--- config.mk ---
export PLATFORM = sky130hd
export DESIGN_NAME = mfw_sort_stage
export DESIGN_NICKNAME = d
export VERILOG_FILES = /design/src/hdl/mfw_pkg.sv /design/src/hdl/mfw_sort_stage.sv
export SDC_FILE = /design/constraint.sdc
export NUM_CORES = 1
export LEC_CHECK = 0
export ABC_AREA = 1
export BUFFER_PORTS_ARGS = -buffer_cell sky130_fd_sc_hd__clkbuf_2
export CAP_MARGIN = 20
export CORE_ASPECT_RATIO = 1.2
export CORE_MARGIN = 4
export CORE_UTILIZATION = 46
export DETAILED_ROUTE_END_ITERATION = 16
export GPL_TIMING_DRIVEN = 0
export PLACE_DENSITY = 0.77
export REMOVE_ABC_BUFFERS = 1
export SKIP_CTS_REPAIR_TIMING = 1
export SYNTH_ARGS = -nofsm -noshare
export SYNTH_HDL_FRONTEND = slang
export SYNTH_SLANG_ARGS = --single-unit
export TNS_END_PERCENT = 1
--- constraint.sdc ---
create_clock -name clk -period 1.43 [get_ports clk]
set_input_delay 0.286 -clock clk [delete_from_list [all_inputs] [get_ports clk]]
set_output_delay 0.286 -clock clk [all_outputs]
set_load 0.01 [all_outputs]
--- src/hdl/mfw_pkg.sv ---
// Shared types and constants for the median filter window block.
package mfw_pkg;

  localparam int PIX_W         = 8;
  localparam int WINDOW_DEF    = 3;
  localparam int MAX_WIDTH_DEF = 1024;

  localparam int IMG_W_W   = 11;
  localparam int IMG_H_W   = 12;
  localparam int ROW_W     = 13;
  localparam int CFG_W     = 12;
  localparam int CFG_IDX_W = 1;

  localparam int RESET_WIDTH  = 1024;
  localparam int RESET_HEIGHT = 1024;

  localparam logic [CFG_IDX_W-1:0] REG_IMAGE_WIDTH  = CFG_IDX_W'(0);
  localparam logic [CFG_IDX_W-1:0] REG_IMAGE_HEIGHT = CFG_IDX_W'(1);

  typedef logic [PIX_W-1:0] pixel_t;

  // travels with each window through the sort stages
  typedef struct packed {
    logic valid;
    logic last;
  } sort_ctrl_t;

endpackage

--- src/hdl/mfw_sort_stage.sv ---
// One round of an odd-even transposition sort, registered.
module mfw_sort_stage #(
  parameter int TAPS = mfw_pkg::WINDOW_DEF * mfw_pkg::WINDOW_DEF,
  parameter int ODD  = 0
) (
  input  logic                                 clk,
  input  logic                                 rst,
  input  logic                                 en,
  input  mfw_pkg::sort_ctrl_t                  ctrl_in,
  input  logic [TAPS-1:0][mfw_pkg::PIX_W-1:0]  data_in,
  output mfw_pkg::sort_ctrl_t                  ctrl_out,
  output logic [TAPS-1:0][mfw_pkg::PIX_W-1:0]  data_out
);
  import mfw_pkg::*;

  logic [TAPS-1:0][PIX_W-1:0] swapped;

  always_comb begin
    swapped = data_in;
    for (int i = ODD; i + 1 < TAPS; i += 2) begin
      if (data_in[i] > data_in[i+1]) begin
        swapped[i]   = data_in[i+1];
        swapped[i+1] = data_in[i];
      end
    end
  end

  always_ff @(posedge clk) begin
    if (rst) begin
      ctrl_out <= '0;
    end else if (en) begin
      ctrl_out <= ctrl_in;
    end
  end

  always_ff @(posedge clk) begin
    if (en) begin
      data_out <= swapped;
    end
  end

endmodule

; After elaboration in Yosys (flattened, before gate mapping)
; Index checks and enable logic that the tools add are counted.
[word_totals]
reg_bits = 74
latchBits = 0
ramBits = 0
rom_bits = 0
inputBits = 77
out_inout_bits = 74
wordCells = 19
mem_count = 0
[op_classes]
add_sub_neg = 0
mul = 0
n_div = 0
n_lt_le_gt_ge = 4
eq_ne = 0
shifts = 0
n_mux = 4
bitwise_logic = 0
n_reduce_logical = 0
[ops]
columns = cell, count
row1 = 16-bit 2-to-1 mux, 4
row2 = 8-bit greater-than comparator, 4

; Depth between registers and ports, before layout
; Gate-level depths: netlist of run 1.
[logic_depth]
ltp_word = 2
ltp_mapped = 13
ltp_nobuf = 12

; Worst setup path after synthesis of run 1
; No wires, ideal clock.
[synth_timing]
path_kind = input to register
startpoint = in data_in[15] (netlist name)
endpoint = reg data_out[10] (netlist name) (data pin)
setup_time_ns = 0.252
t_arrival_ns = 1.294
required_ns = 1.178
setup_slack_ns = -0.115
cell_stages = 8
path_buffers = 1
cell_sequence = inv_1 > ha_1 > a21o_1 > nor2_2 > nand2_4 > buf_4 > nand3_1 > nand2_2
[synth_lines]
columns = element, line
row1 = "start, declared", mfw_sort_stage.sv:10  ; input logic [TAPS-1:0][mfw_pkg::PIX_W-1:0] data_in,
row2 = "end signal, assigned", mfw_sort_stage.sv:38  ; data_out <= swapped;
row3 = "end, declared", mfw_sort_stage.sv:12  ; output logic [TAPS-1:0][mfw_pkg::PIX_W-1:0] data_out

==> results.toml, run 1 <==
[detailed_routing]
wl_per_cell_um = 14.5
vias = 3711
drc = 0
wl_um = 10500
first_pass_iters = 4
viasPerCell = 5.10
ant_nets = 0
first_iter_violations = 128

[placed_design]
pre_cts_slack_ps = -447
port-buffer-count = 150
gp_congestion = 0.808
dp_cells = 688
dpl.hpwl_um = 7170

[setup_path]
critPathArrivalTime_ps = 1530
critPathRequiredTime_ps = 1530
cp-start-kind = "primary input"
path_max_fanout = 8
path_class = "primary input to register"
cp-end-kind = "register"

[floorplan]
row_count = 38
die_x_um = 97.3
core_area_um2 = 9180
dieArea_um2 = 11200
ioPinCount = 151
die_y_um = 115
start_util_pct = 48.0

[clocking]
cts_tree = "done"
clk_latency_ps = 340
path_clk_slew_ps = 80
root_buffer = "clkbuf_8"
numClockSinks = 74
clock_path_buffers = 2
cts-buffers-inserted = 9
h-tree-depth = 3

[pwr]
cellPowerDensity_nw_per_um2 = 1010
max-vdd-ir-drop_uv = 599
seq_power_share_pct = 46.4
p_leak_nw = 2.88
power_mw = 5.96
combPwrFrac_pct = 27.6
switching_power_mw = 1.84
intPower_mw = 4.12
switching_share_pct = 30.9
p_clk_share_pct = 26.0

[layout]
nets = 712
layout-drive-gt1-share_pct = 52.3
syn2layout_area_growth_pct = 33.6
antenna_cells = 0
instances_no_fill = 728

[sta]
rsz0062_at_grt = "true"
period_needed_ps = 1430
setup_ws_ps = -1.01
worst_pin_slew_ps = 546
finalClockSkew_ps = 0
setup_tns_ps = -1.96
timing.fmax_mhz = 699
setup_viol = 2
hold_violations = 0
max-slew-margin-rel_pct = 63.6
slew_viol_final = 0
timing.final.crit_share_pct = 100

[grt]
overflow = 0
grt_pass1_wl_um = 15400
grt_max_degree = 39
grt_pass1_vias = 3461
grt_use_total_pct = 17.1
antenna_found_initial = 0

[logic_synthesis]
ys_types = 18
synth_edf_count = 72
synthTopCellsByArea = "edfxtp_1 (49%), nand2_2 (13%), ha_1 (9.1%)"
synth-async-reset-ratio_pct = 0
ys.flop_type = "edfxtp_1"
yosysSeqAreaShare_pct = 50.0
synth_warnings = 0
synth_most_common_cell = "nand2_2"
synth_seq_cells = 74
synth_area_um2 = 4400
syn_avg_cell_area_um2 = 10.3
syn_inst = 429
synth_common_cells = "nand2_2 (89), nand2_1 (75), edfxtp_1 (72)"
yosys.area.top_type = "edfxtp_1"
synth_top_area_share_pct = 49.1

[worst_hold_path]
hold_path_class = "primary input to register"

[status]
status = "complete, but fails checks"
failed_checks = "negative setup slack"

[job]
drv_cap = 0
==> stage by stage <==
stage | cell area [µm²] | util, % | hold slack [ps]
floorplan | 4270 | - | 355
global placement | 5170 | 56.4 | 448
detailed placement | 5190 | 56.6 | 456
CTS | 5380 | 58.7 | 82.0
global route | 5880 | 64.1 | 96.6
finish | 5880 | 64.1 | 111
==> area by class of cell <==
class	instances	area [µm²]
fillers	732	3300
inverters	45	169
flip-flops and latches	74	2200
multi-input cells	304	2210
clock buffers	12	165
clock inverters	4	25.0
well taps	120	150
repair buffers	169	958
==> layer usage <==
| layer | track usage [%] | wire [µm] | up-vias |
|---|---|---|---|
| met3 | 5.10 | 801 | 23 |
| met4 | 8.96 | 292 | 0 |
| met1 | 18.1 | 3680 | 1755 |
| li1 | - | - | 1792 |
| met5 | 0 | 0 | - |
| met2 | 31.0 | 5770 | 141 |
==> final timing paths <==
check                                 start  slack (ps)  depth (start not counted)           end
worst max-delay path            data_in[31]          -1                         10  data_out[19]
worst min-delay path                    rst         110                          2   ctrl_out[0]
worst max register to register  ctrl_out[1]         870                          2   ctrl_out[1]
worst min register to register  ctrl_out[0]         470                          2   ctrl_out[0]
==> critical path, stage by stage <==
cell,delay [ps]
clkbuf_2,110
inv_1,40
ha_1,300
nand2_2,110
nor2_1,80
nor2_4,200
nand2_8,110
buf_4,170
nand3_1,60
nand2_1,70
==> logic make-up (layout without fill, tap and decap cells) <==
| logic type | after synthesis | in the layout | share of synthesized area (%) |
|---|---|---|---|
| flops | 74 | 74 | 50.0 |
| buf+inv | 57 | 230 | 6.80 |
| fa+ha+maj | 32 | 32 | 9.10 |
| compound gates | 14 | 14 | 1.82 |
| simple gates | 252 | 258 | 32.2 |
==> power groups by stage <==
stage          Combinational, mW  Clock, mW  Sequential, mW
6_report                    1.64       1.55            2.76
3_5_place_dp                1.41          0            2.82
5_1_grt                     1.81       1.69            2.79
4_1_cts                     1.41       1.61            2.77
3_3_place_gp                1.35          0            2.81
2_1_floorplan              0.684          0            2.95
==> registers in the layout, summed over array words and instances, names as in the netlist <==
register  flops
ctrl_out      2
data_out     72
==> layout by cell type (no fill, tap or decap), drive strengths merged <==
| cell | instances |
|---|---|
| a21o | 4 |
| nand3 | 64 |
| clkinvlp | 2 |
| clkbuf | 162 |
| edfxtp | 72 |
| nand4 | 4 |
| nor2 | 12 |
| nand2 | 178 |
| ha | 32 |
| a21oi | 10 |
| buf | 19 |
| dfxtp | 2 |
| clkinv | 2 |
| inv | 45 |
Note: power is estimated with default switching activity, not from simulation.
==> run 2: changes to the inputs <==
Settings changed: CORE_ASPECT_RATIO 1.2 to 0.8.
==> run 2 against run 1 <==
The run still ends with negative setup slack left. Die area hardly changed. Cell area is 11% higher. Maximum frequency is 5.3% lower.
==> results.toml, run 2 (synthesis gave the netlist of run 1 again) <==
[placed_design]
postPlaceCellArea_um2 = 5190
port-buffer-count = 150
gp_congestion = 0.794
dpl.hpwl_um = 6990
dp_cells = 683

[layout]
reg_top3 = "data_out (72), ctrl_out (2)"
regMostFlops = "data_out"
antenna_cells = 0
final_area_um2 = 6550
layout-drive-gt1-share_pct = 63.3
largest_reg_flops = 72
nets = 722
final_common_cell = "clkbuf_2"
final_cell_mix = "clkbuf_2 (142), nand2_2 (95), edfxtp_1 (72), nand2_1 (64), nand3_1 (35)"
instances_no_fill = 733
syn2layout_area_growth_pct = 48.8
final_util_pct = 71.3

[floorplan]
die_x_um = 117
die_y_um = 95.5
dieArea_um2 = 11200
row_count = 31
core_area_um2 = 9190
ioPinCount = 151
start_util_pct = 47.9

[sta]
finalClockSkew_ps = 0
slew_viol_final = 0
worst_pin_slew_ps = 517
timing.final.crit_share_pct = 106
hold_violations = 0
setup_viol = 32
max-slew-margin-rel_pct = 65.6
rsz0062_at_grt = "true"
period_needed_ps = 1510
setup_ws_ps = -80.4
timing.fmax_mhz = 662

[pwr]
combPwrFrac_pct = 28.5
power_mw = 6.89
seq_power_share_pct = 40.2
switching_share_pct = 30.3
max-vdd-ir-drop_uv = 572
cellPowerDensity_nw_per_um2 = 1050
intPower_mw = 4.80
switching_power_mw = 2.08
p_leak_nw = 3.06
p_clk_share_pct = 31.3

[detailed_routing]
first_pass_iters = 4
first_iter_violations = 270
ant_nets = 0
viasPerCell = 5.30
wl_per_cell_um = 17.1
vias = 3883
wl_um = 12600
drc = 0

[grt]
grt_pass1_vias = 3313
grt_busiest_layer = "met2"
grt_max_degree = 43
antenna_found_initial = 0
grt_use_total_pct = 17.0
use_met3_pct = 7.35
grt_use_met1_pct = 19.2
use_met2_pct = 30.0
grt_pass1_wl_um = 15400
overflow = 0

[setup_path]
path_class = "primary input to register"
critPathRequiredTime_ps = 1520
cp-start-kind = "primary input"
critPathArrivalTime_ps = 1600
cp-end-kind = "register"
path_max_fanout = 8
rrSetupSlack_ps = 850

[clocking]
path_clk_slew_ps = 60
cts-buffers-inserted = 9
h-tree-depth = 3
clock_path_buffers = 2
clk_latency_ps = 320
root_buffer = "clkbuf_16"
numClockSinks = 74
cts_tree = "done"

[status]
failed_checks = "negative setup slack"
status = "complete, but fails checks"

[job]
drv_cap = 0

[worst_hold_path]
hold_path_class = "primary input to register"
-- run 2: per-stage QoR --
step | setup WS, ps | TNS, ps | hold slack [ps]
final | -80.4 | -1630 | 122
after global routing | -118 | -2820 | 112
after CTS | -87.3 | -3680 | 113
after detailed placement | -417 | -25230 | 462
after global placement | -633 | -67560 | 449
after floorplan | -111 | -7020 | 355
-- run 2: worst paths after layout --
| path | start | end | cells past startpoint |
|---|---|---|---|
| setup / recovery | data_in[63] | data_out[54] | 9 |
| hold / removal | rst | ctrl_out[1] | 2 |
| setup reg to reg | ctrl_out[1] | ctrl_out[1] | 2 |
| hold reg to reg | ctrl_out[0] | ctrl_out[0] | 2 |
-- run 2: layer usage --
metal	part of all wire, %	vias up
met1	37	1867
met3	7.1	33
met4	2.5	0
met2	53	145
li1	-	1838
met5	0	-
-- run 2: power groups by stage --
stage	clock network (mW)	logic, mW	registers, mW
floorplan	0	0.684	2.95
global placement	0	1.35	2.81
detailed placement	0	1.40	2.81
CTS	2.19	1.41	2.77
global route	2.30	2.12	2.79
finish	2.16	1.96	2.77
-- run 2: layout make-up --
cell class                 count  area (µm²)
multi-input combinational    313        2740
fill                         601        2640
sequential                    74        2200
timing repair buffer         170        1010
clock buffer                  14         274
inverter                      45         169
tap                          115         144
clock inverter                 2        10.0
-- run 2: worst max-delay path, stage by stage --
cell and delay [ps]:
clkbuf_2 130, inv_2 50, ha_4 270, nand2_2 80, nor2_4 230, buf_6 150
nand4_4 200, nand3_2 140, nand2_2 50
