### src/hdl/mfw_pkg.sv
// Shared types and constants for the median filter window block.
package mfw_pkg;

  localparam int PIX_W         = 8;
  localparam int WINDOW_DEF    = 3;
  localparam int MAX_WIDTH_DEF = 1024;

  localparam int IMG_W_W   = 11;
  localparam int IMG_H_W   = 12;
  localparam int ROW_W     = 13;
  localparam int CFG_W     = 12;
  localparam int CFG_IDX_W = 1;

  localparam int RESET_WIDTH  = 1024;
  localparam int RESET_HEIGHT = 1024;

  localparam logic [CFG_IDX_W-1:0] REG_IMAGE_WIDTH  = CFG_IDX_W'(0);
  localparam logic [CFG_IDX_W-1:0] REG_IMAGE_HEIGHT = CFG_IDX_W'(1);

  typedef logic [PIX_W-1:0] pixel_t;

  // travels with each window through the sort stages
  typedef struct packed {
    logic valid;
    logic last;
  } sort_ctrl_t;

endpackage

### src/hdl/mfw_column_cell.sv
// Window column cell: holds one column of the neighborhood and passes it to the next cell.
module mfw_column_cell #(
  parameter int WINDOW = mfw_pkg::WINDOW_DEF
) (
  input  logic                                   clk,
  input  logic                                   shift,
  input  logic                                   keep,
  input  logic [WINDOW-1:0][mfw_pkg::PIX_W-1:0]  col_in,
  output logic [WINDOW-1:0][mfw_pkg::PIX_W-1:0]  col_out,
  output logic [WINDOW-1:0][mfw_pkg::PIX_W-1:0]  taps
);
  import mfw_pkg::*;

  always_ff @(posedge clk) begin
    if (shift) begin
      col_out <= col_in;
    end
  end

  // column outside the image reads as zero
  assign taps = keep ? col_out : '0;

endmodule

### config.mk
export PLATFORM = sky130hd
export DESIGN_NAME = mfw_column_cell
export DESIGN_NICKNAME = d
export VERILOG_FILES = /design/src/hdl/mfw_pkg.sv /design/src/hdl/mfw_column_cell.sv
export SDC_FILE = /design/constraint.sdc
export NUM_CORES = 1
export LEC_CHECK = 0
export ABC_AREA = 1
export BUFFER_PORTS_ARGS = -buffer_cell sky130_fd_sc_hd__buf_4
export CAP_MARGIN = 20
export CORE_MARGIN = 5
export CORE_UTILIZATION = 34
export CTS_BUF_LIST = sky130_fd_sc_hd__clkbuf_16
export CTS_CLUSTER_DIAMETER = 150
export CTS_CLUSTER_SIZE = 24
export DETAILED_ROUTE_END_ITERATION = 12
export GPL_ROUTABILITY_DRIVEN = 0
export PLACE_DENSITY = 0.74
export SYNTH_ARGS = -nofsm -noshare
export SYNTH_HDL_FRONTEND = slang
export SYNTH_SLANG_ARGS = --single-unit
### constraint.sdc
create_clock -name clk -period 0.8 [get_ports clk]
set_input_delay 0.24 -clock clk [delete_from_list [all_inputs] [get_ports clk]]
set_output_delay 0.24 -clock clk [all_outputs]
set_load 0.02 [all_outputs]
* Word level (Yosys, flattened, before mapping)
Cells that the tools add are included.
** Storage, ports and cells
- Register bits :: 24
- Word-level logic and storage cells :: 4
** Operators by class
- Muxes and demuxes :: 1
** Operators with widths (number)
- two-way mux 24 bit :: 1

* Depth between registers and ports, before layout
Gate-level depths: netlist of run 1.
- Depth after elaboration :: 1
- Mapped depth :: 3
- Gate-level depth less buffers :: 2

* Worst setup path before layout of run 1
OpenSTA, ideal clock, no wires.
- Path kind :: flip-flop to output port
- Start point :: register col_out[0] (netlist bit)
- End point :: output port taps[0] (netlist bit)
- Arrival time :: 0.665 ns
- Required time :: 0.560 ns
- Path slack :: -0.105 ns
- Stages on the path, launching flop included :: 3
- Path buffers :: 0
- Cell sequence :: edfxtp_1 nand2_1 inv_1
** RTL lines
- start: declaration :: line mfw_column_cell.sv:9 : output logic [WINDOW-1:0][mfw_pkg::PIX_W-1:0] col_out,
- start signal: assignment :: line mfw_column_cell.sv:16 : col_out <= col_in;
- end: declaration :: line mfw_column_cell.sv:10 : output logic [WINDOW-1:0][mfw_pkg::PIX_W-1:0] taps

==> flow_metrics.py, run 1 <==
metrics = {
    "routing": {
        "drc_errors": 0,
        "drt_iter0_drc": 36,
        "wl_per_cell_microns": 13.6,
        "vias": 759,
        "avgViaCountPerCell": 4.19,
        "route.antenna.remaining_nets": 0,
        "totalWireLength_microns": 2460,
        "firstDrtPassIters": 3,
    },
    "final_layout": {
        "drive_gt1_share_pct": 67.5,
        "area_delta_synth_final_pct": 90.2,
        "largest_reg_flops": 24,
        "largest-register": "col_out",
        "fin_area_sq_um": 1760,
        "final_nets": 179,
        "largestRegisters": "col_out: 24 flops",
        "post-route-util_pct": 69.0,
        "antenna_cells": 0,
    },
    "logic_synthesis": {
        "async_flop_share_pct": 0,
        "ys_types": 4,
        "synth_area_leaders": "edfxtp_1 78%, inv_1 9.8%, nand2_1 9.8%, buf_6 2.4%",
        "synth_top_area_share_pct": 78.0,
        "yosysWarnings": 0,
        "synth-edff-count": 24,
        "synth_top_area_cell": "edfxtp_1",
        "syn_area_sq_um": 923,
        "synth-seq-area-share_pct": 78.0,
        "synthCells": 74,
        "synth_seq_cells": 24,
        "syn_nets": 101,
        "ys.flop_type": "edfxtp_1",
        "synthTopCellsByCount": "24 x edfxtp_1, 24 x inv_1, 24 x nand2_1",
        "avgSynthCellArea_sq_um": 12.5,
    },
    "outcome": {
        "outcome": "finished with violations",
        "violations": "negative setup slack",
    },
    "cts": {
        "cts_made_buffers": 3,
        "cts.htree.levels": 1,
        "cts_root_buffer": "clkbuf_16",
        "cts.sinks": 24,
        "cts_tree": "yes",
        "cts_max_path_buffers": 2,
        "path_clk_slew_ns": 0.06,
    },
    "place": {
        "dp_hpwl_microns": 1910,
        "io_buffers": 74,
        "post_dp_cell_area_sq_um": 1490,
    },
    "critical_path": {
        "critPathKind": "reg2out",
        "worstPathArrival_ns": 0.93,
        "worstSetupStartpointType": "flip-flop",
        "critPathLaunch": "col_out[9]$_DFFE_PP_",
        "worstPathRequired_ns": 0.56,
        "critical_path.max_fanout": 2,
        "endpoint_kind": "output pin",
    },
    "grt": {
        "antenna_found_initial": 0,
        "grt_pass1_vias": 803,
        "grt_max_degree": 25,
        "grt_overflow_total": 0,
        "grt_pass1_wl_microns": 3860,
        "grt_util_all_layers_pct": 12.5,
    },
    "timing": {
        "hold_viol_final": 0,
        "tightest_slew_ns": 0.290,
        "fmax_mhz": 855,
        "setup_viol": 48,
        "period_share_pct": 146,
        "grt_setup_unrepaired": "yes",
        "final_max_slew_viol_count": 0,
        "fin_ws_ns": -0.369,
        "max_slew_margin_pct": 80.7,
        "min_period_ns": 1.17,
    },
    "floorplanning": {
        "die_h_microns": 62.1,
        "dieArea_sq_um": 3860,
        "io_pins": 75,
        "die_w_microns": 62.1,
        "core_sq_um": 2540,
        "start_util_pct": 36.3,
        "rows": 18,
    },
    "hold_path": {
        "hold_path.startpoint": "col_in[6]",
        "holdCritPathClass": "in2reg",
    },
    "power": {
        "ir_drop_mv": 1.35,
        "cellPowerDensity_nw_per_um2": 1960,
        "cellLeakagePower_nw": 0.891,
    },
    "run": {
        "drv_cap": 0,
    },
}
-- logic make-up after synthesis --
family	count (synthesis)	synth area share [%]
buf+inv	26	12.2
simple gates	24	9.76
flops	24	78.0
-- where the power goes --
part	switching [W]	total [W]	internal, W
clock	0.000377	0.00104	0.000666
combinational	0.000413	0.000839	0.000426
sequential	0.0000673	0.00157	0.00150
total	0.000858	0.00345	0.00259
-- timing repair --
| action | 4_1_cts | 5_1_grt |
|---|---|---|
| hold buffers | 0 | 0 |
| gates cloned | 0 | 0 |
| setup endpoints to repair | 48 | 48 |
| gates resized for setup | 45 | 2 |
| buffers inserted | 0 | 1 |
-- cell type report --
class,instances,area (sq um)
Tap cell,30,37.5
Multi-Input combinational cell,24,90.1
Fill cell,188,788
Sequential cell,24,721
Clock inverter,1,3.75
Clock buffer,3,75.1
Timing Repair Buffer,75,739
Inverter,24,90.1
-- cells in the final DEF, fill, tap and decap left out --
| cell type | instances |
|---|---|
| edfxtp_1 | 24 |
| inv_2 | 24 |
| buf_6 | 47 |
| clkinv_1 | 1 |
| clkbuf_16 | 3 |
| nand2_1 | 24 |
| buf_4 | 28 |
-- routing by layer --
metal	vias up	GRT usage [%]	routed length (microns)
met5	-	0	0
met4	0	4.88	28
met3	2	3.06	172
met2	33	24.9	1480
met1	348	11.9	777
li1	376	-	-
-- worst max-delay path: stages (launching register included) --
cell and delay (ns):
edfxtp_1 0.42, nand2_1 0.10, inv_2 0.04, buf_6 0.12
-- path summary, 6_finish.rpt --
check | end | slack, ns | depth (start not counted)
min | col_out[6]$_DFFE_PP_ | 0.16 | 1
max | taps[9] | -0.37 | 3
-- stage by stage --
stage | setup slack, ns | setup TNS [ns] | total power, W | cells | hold WS, ns
final | -0.369 | -14.25 | 0.00345 | 181 | 0.163
after detailed placement | -0.226 | -6.30 | 0.00230 | 176 | 0.419
after floorplan | -0.0806 | -1.93 | 0.00190 | 74 | 0.339
after CTS | -0.360 | -14.36 | 0.00347 | 180 | 0.160
after global routing | -0.399 | -15.99 | 0.00360 | 181 | 0.154
after global placement | -0.187 | -5.43 | 0.00228 | 176 | 0.418
Power figures use the tool's default switching activity.
==> run 2: changes to the inputs <==
- CORE_UTILIZATION: 34 -> 40
- PLACE_DENSITY: 0.74 -> 0.82
- clock period: 0.8 -> 1.4 ns (I/O delays scaled with it)
==> run 2 against run 1 <==
The run now ends clean. Hold slack gained 0.18 ns. Sequential power shrank 44%. Clock power shrank 43%. Die area shrank 13%. First-iteration DRC count shrank 64%. Wire length shrank 9.9%. Via count shrank 3.2%. Cell area shrank 10%. Flip-flop and latch count is the same.
==> flow_metrics.py, run 2 (same netlist as run 1, synthesis figures left out) <==
metrics = {
    "cts": {
        "cts.htree.levels": 1,
        "cts_root_buffer": "clkbuf_16",
        "cts_max_path_buffers": 2,
        "cts_setup_buffers": 0,
        "cts_made_buffers": 3,
        "cts_tree": "yes",
        "path_clk_slew_ns": 0.06,
        "cts.sinks": 24,
    },
    "routing": {
        "route.antenna.remaining_nets": 0,
        "wl_met2_microns": 1200,
        "firstDrtPassIters": 4,
        "vias": 735,
        "drc_errors": 0,
        "totalWireLength_microns": 2210,
        "wl_met1_microns": 730,
        "highest_layer": "met4",
        "avgViaCountPerCell": 4.13,
        "route.met3.wl_microns": 257,
        "drt_iter0_drc": 13,
        "wl_per_cell_microns": 12.4,
    },
    "critical_path": {
        "critPathKind": "reg2out",
        "endpoint_kind": "output pin",
        "worstPathRequired_ns": 0.98,
        "worstPathCellList": "nand2_1 -> inv_1 -> buf_4",
        "worstSetupStartpointType": "flip-flop",
        "worstPathArrival_ns": 0.92,
        "critical_path.max_fanout": 2,
        "cp_slowest_cell": "edfxtp_1",
        "crit_path_max_incr_delay_ns": 0.41,
    },
    "outcome": {
        "outcome": "finished, final reports clean",
    },
    "timing": {
        "whs_ns": 0.343,
        "tightest_slew_ns": 0.288,
        "setup_viol": 0,
        "setup_tns_ns": 0,
        "final_max_slew_viol_count": 0,
        "period_share_pct": 95.8,
        "min_period_ns": 1.34,
        "hold_viol_final": 0,
        "fmax_mhz": 746,
        "grt_setup_unrepaired": "no",
        "max_slew_margin_pct": 80.8,
    },
    "floorplanning": {
        "core_sq_um": 2210,
        "rows": 17,
        "start_util_pct": 41.7,
        "die_h_microns": 58.0,
        "io_pins": 75,
        "dieArea_sq_um": 3370,
        "die_w_microns": 58.0,
    },
    "final_layout": {
        "area_delta_synth_final_pct": 70.5,
        "final_nets": 178,
        "antenna_cells": 0,
        "largestRegisters": "col_out: 24 flops",
        "layout_common_cells": "73 x buf_4, 24 x nand2_1, 24 x inv_1, 24 x edfxtp_1, 3 x clkbuf_16",
        "num-fill-cells": 153,
        "largest-register": "col_out",
        "largest_reg_flops": 24,
        "drive_gt1_share_pct": 51.3,
        "final_common_cell": "buf_4",
    },
    "grt": {
        "grt_util_all_layers_pct": 13.9,
        "grt_pass1_vias": 786,
        "grt_overflow_total": 0,
        "antenna_found_initial": 0,
        "grt_pass1_wl_microns": 3460,
        "grt_max_degree": 25,
    },
    "run": {
        "drv_cap": 0,
    },
    "hold_path": {
        "hold_path.startpoint": "col_in[9]",
        "whs_path_depth": 1,
        "min_to": "col_out[9]$_DFFE_PP_",
        "holdCritPathClass": "in2reg",
    },
    "power": {
        "cellPowerDensity_nw_per_um2": 1190,
        "ir_drop_mv": 0.935,
        "cellLeakagePower_nw": 0.878,
    },
    "place": {
        "dp_hpwl_microns": 1790,
        "io_buffers": 74,
    },
}
## run 2: changes by cell type in the layout (fill, tap and decap cells not counted)
| cell | previous run | this run |
|---|---|---|
| buf_4 | 28 | 73 |
| buf_6 | 47 | 1 |
| inv_1 | 0 | 24 |
| inv_2 | 24 | 0 |
## run 2: final cells by class
type                    count  area (sq um)  share of cell area [%]
multi-input cells          24          90.1                    5.72
well taps                  28          35.0                    2.23
repair buffers             74           559                    35.5
clock inverters             1          3.75                   0.238
inverters                  24          90.1                    5.72
flip-flops and latches     24           721                    45.8
clock buffers               3          75.1                    4.77
## run 2: worst max path at each step
stage / startpoint / endpoint / slack (ns) / depth (start not counted)
finish: col_out[16]$_DFFE_PP_ / taps[16] / 0.06 / 3
global placement: keep / taps[9] / 0.06 / 4
floorplan: keep / taps[0] / 0.27 / 3
detailed placement: keep / taps[21] / 0.04 / 4
global route: col_out[22]$_DFFE_PP_ / taps[22] / 0.004 / 3
CTS: keep / taps[21] / 0.03 / 4
## run 2: metrics by stage
stage               instances  power (W)  worst slack, ns  area, sq um  utilization (%)
floorplan                  74    0.00107            0.272          923                -
global placement          174    0.00129           0.0580         1490             67.4
detailed placement        174    0.00130           0.0366         1490             67.4
CTS                       178    0.00189           0.0328         1570             71.0
global route              178    0.00196          0.00389         1570             71.2
finish                    178    0.00188           0.0590         1570             71.2
## run 2: repair_timing
| item | 4_1_cts | 5_1_grt |
|---|---|---|
| resized for setup | 0 | 1 |
| hold buffers | 0 | 0 |
| setup endpoints to repair | 0 | 16 |
## run 2: metal layers
metal  track usage [%]  up-vias
li1                  -      371
met1              14.9      318
met2              24.8       44
met3              5.12        2
met4              4.97        0
met5                 0        -
## run 2: worst max-delay path: cells and delay by family (launching register included)
| kind | cells | cell delay (ns) |
|---|---|---|
| buffers and inverters | 2 | 0.17 |
| and+or+nand+nor | 1 | 0.09 |
| DFF | 1 | 0.41 |
## run 2: where the power goes
group          internal (W)  switching (W)
clock network      0.000380       0.000213
logic              0.000180       0.000217
registers          0.000856      0.0000283
total               0.00142       0.000459
==> run 3: changes to the inputs <==
- CELL_PAD_IN_SITES_DETAIL_PLACEMENT: unset -> 1
- CELL_PAD_IN_SITES_GLOBAL_PLACEMENT: unset -> 1
- CORE_UTILIZATION: 40 -> 29
- PLACE_DENSITY: 0.82 -> unset
- PLACE_DENSITY_LB_ADDON: unset -> 0.1
==> run 3 against run 2 <==
Global-route usage down 3.1 points. Die area up 31%. Utilization down 18 points. Non-clock buffer count up 1. First-iteration DRC count up 54%. Critical path type unchanged. Largest cell class unchanged. Highest routed layer unchanged.
==> flow_metrics.py, run 3 (same netlist as run 1, synthesis figures left out) <==
metrics = {
    "final_layout": {
        "multi_input_comb_area_sq_um": 90.1,
        "drive_gt1_share_pct": 51.7,
        "final_nets": 179,
        "antenna_cells": 0,
        "post-route-util_pct": 52.7,
        "final_common_cell": "buf_4",
        "layout.area.seq_sq_um": 721,
        "largest-register": "col_out",
        "num-fill-cells": 348,
        "layout_common_cells": "72 x buf_4, 24 x nand2_1, 24 x inv_1, 24 x edfxtp_1",
        "largestRegisters": "col_out: 24 flops",
        "area_delta_synth_final_pct": 74.3,
        "largest_reg_flops": 24,
    },
    "floorplanning": {
        "die_h_microns": 66.4,
        "start_util_pct": 30.2,
        "core_sq_um": 3050,
        "dieArea_sq_um": 4410,
        "rows": 20,
        "die_w_microns": 66.4,
        "io_pins": 75,
    },
    "power": {
        "ir_drop_mv": 0.646,
        "cellLeakagePower_nw": 0.885,
        "cellPowerDensity_nw_per_um2": 1180,
        "power_w": 0.00190,
    },
    "cts": {
        "cts_max_path_buffers": 2,
        "path_clk_slew_ns": 0.06,
        "cts_root_buffer": "clkbuf_16",
        "cts.htree.levels": 1,
        "cts_made_buffers": 3,
        "cts_tree": "yes",
        "cts.sinks": 24,
        "ctsHoldBuffers": 0,
    },
    "timing": {
        "fmax_mhz": 735,
        "max_slew_margin_pct": 80.4,
        "period_share_pct": 97.2,
        "final_max_slew_viol_count": 0,
        "tightest_slew_ns": 0.294,
        "min_period_ns": 1.36,
        "setup_viol": 0,
        "hold_viol_final": 0,
    },
    "grt": {
        "grt_util_all_layers_pct": 10.8,
        "antenna_found_initial": 0,
        "grt_max_degree": 25,
        "grt_pass1_wl_microns": 3510,
        "grt_overflow_total": 0,
        "grt_pass1_vias": 813,
    },
    "routing": {
        "totalWireLength_microns": 2510,
        "drt_iter0_drc": 20,
        "wl_per_cell_microns": 12.9,
        "firstDrtPassIters": 2,
        "avgViaCountPerCell": 4.00,
        "vias": 780,
        "route.antenna.remaining_nets": 0,
        "drc_errors": 0,
    },
    "critical_path": {
        "worstPathCellList": "buf_4 -> buf_4",
        "critPathCapture": "col_out[5]",
        "cpMostUsedCell": "buf_4",
        "cp_slowest_cell": "edfxtp_1",
        "worstPathRequired_ns": 0.98,
        "critPathKind": "reg2out",
        "crit_path_max_incr_delay_ns": 0.39,
        "path_buf_inv": 2,
        "worstSetupStartpointType": "flip-flop",
        "endpoint_kind": "output pin",
        "worstPathArrival_ns": 0.94,
        "critical_path_depth": 2,
        "crit_family": "flip-flops",
        "critical_path.max_fanout": 2,
        "critPathLaunch": "col_out[5]$_DFFE_PP_",
    },
    "outcome": {
        "outcome": "finished, final reports clean",
    },
    "place": {
        "dp_hpwl_microns": 2000,
        "io_buffers": 74,
    },
    "run": {
        "drv_cap": 0,
    },
    "hold_path": {
        "holdCritPathClass": "in2reg",
    },
}
run 3: cell count changes in the layout (fill, tap and decap cells not counted):
cell	change
buf_4	-1
buf_6	+2
run 3: metrics by stage:
| step | setup slack, ns | setup TNS [ns] | hold WS [ns] | std cells | cell area, sq um |
|---|---|---|---|---|---|
| after detailed placement | 0.00385 | 0 | 0.599 | 190 | 1510 |
| after global routing | -0.00361 | -0.00361 | 0.325 | 195 | 1610 |
| after global placement | 0.0453 | 0 | 0.599 | 190 | 1510 |
| after floorplan | 0.272 | 0 | 0.519 | 74 | 923 |
| after CTS | 0.00488 | 0 | 0.333 | 194 | 1590 |
| final | 0.0399 | 0 | 0.338 | 195 | 1610 |
run 3: cell type report:
class	instances	share of cell area (%)
Sequential cell	24	44.8
Timing Repair Buffer	75	35.7
Multi-Input combinational cell	24	5.60
Inverter	24	5.60
Clock buffer	3	4.67
Tap cell	44	3.42
Clock inverter	1	0.233
run 3: how the worst min path moves through the flow:
stage,slack [ns],cells after the start,to,from
6_report,0.34,1,col_out[4]$_DFFE_PP_,col_in[4]
3_3_place_gp,0.60,1,col_out[14]$_DFFE_PP_,col_in[14]
4_1_cts,0.33,1,col_out[20]$_DFFE_PP_,col_in[20]
5_1_grt,0.33,1,col_out[9]$_DFFE_PP_,col_in[9]
2_1_floorplan,0.52,0,col_out[0]$_DFFE_PP_,col_in[0]
3_5_place_dp,0.60,1,col_out[4]$_DFFE_PP_,col_in[4]
run 3: report_power, final:
| group | internal, W | switching (W) |
|---|---|---|
| Sequential | 0.000856 | 0.0000285 |
| Combinational | 0.000185 | 0.000221 |
| Clock | 0.000381 | 0.000232 |
| Total | 0.00142 | 0.000482 |
run 3: metal layers:
layer	vias to the layer above	track usage, %	wire (microns)	part of all wire [%]
li1	377	-	-	-
met1	364	10.0	802	32
met2	37	20.8	1430	57
met3	2	4.25	260	10
met4	0	3.81	22	0.88
met5	-	0	0	0
run 3: timing repair:
item | CTS | global route
gates resized for setup | 0 | 3
hold endpoints to repair | 0 | 0
setup buffers | 0 | 1
endpoints found under the setup margin | 0 | 19
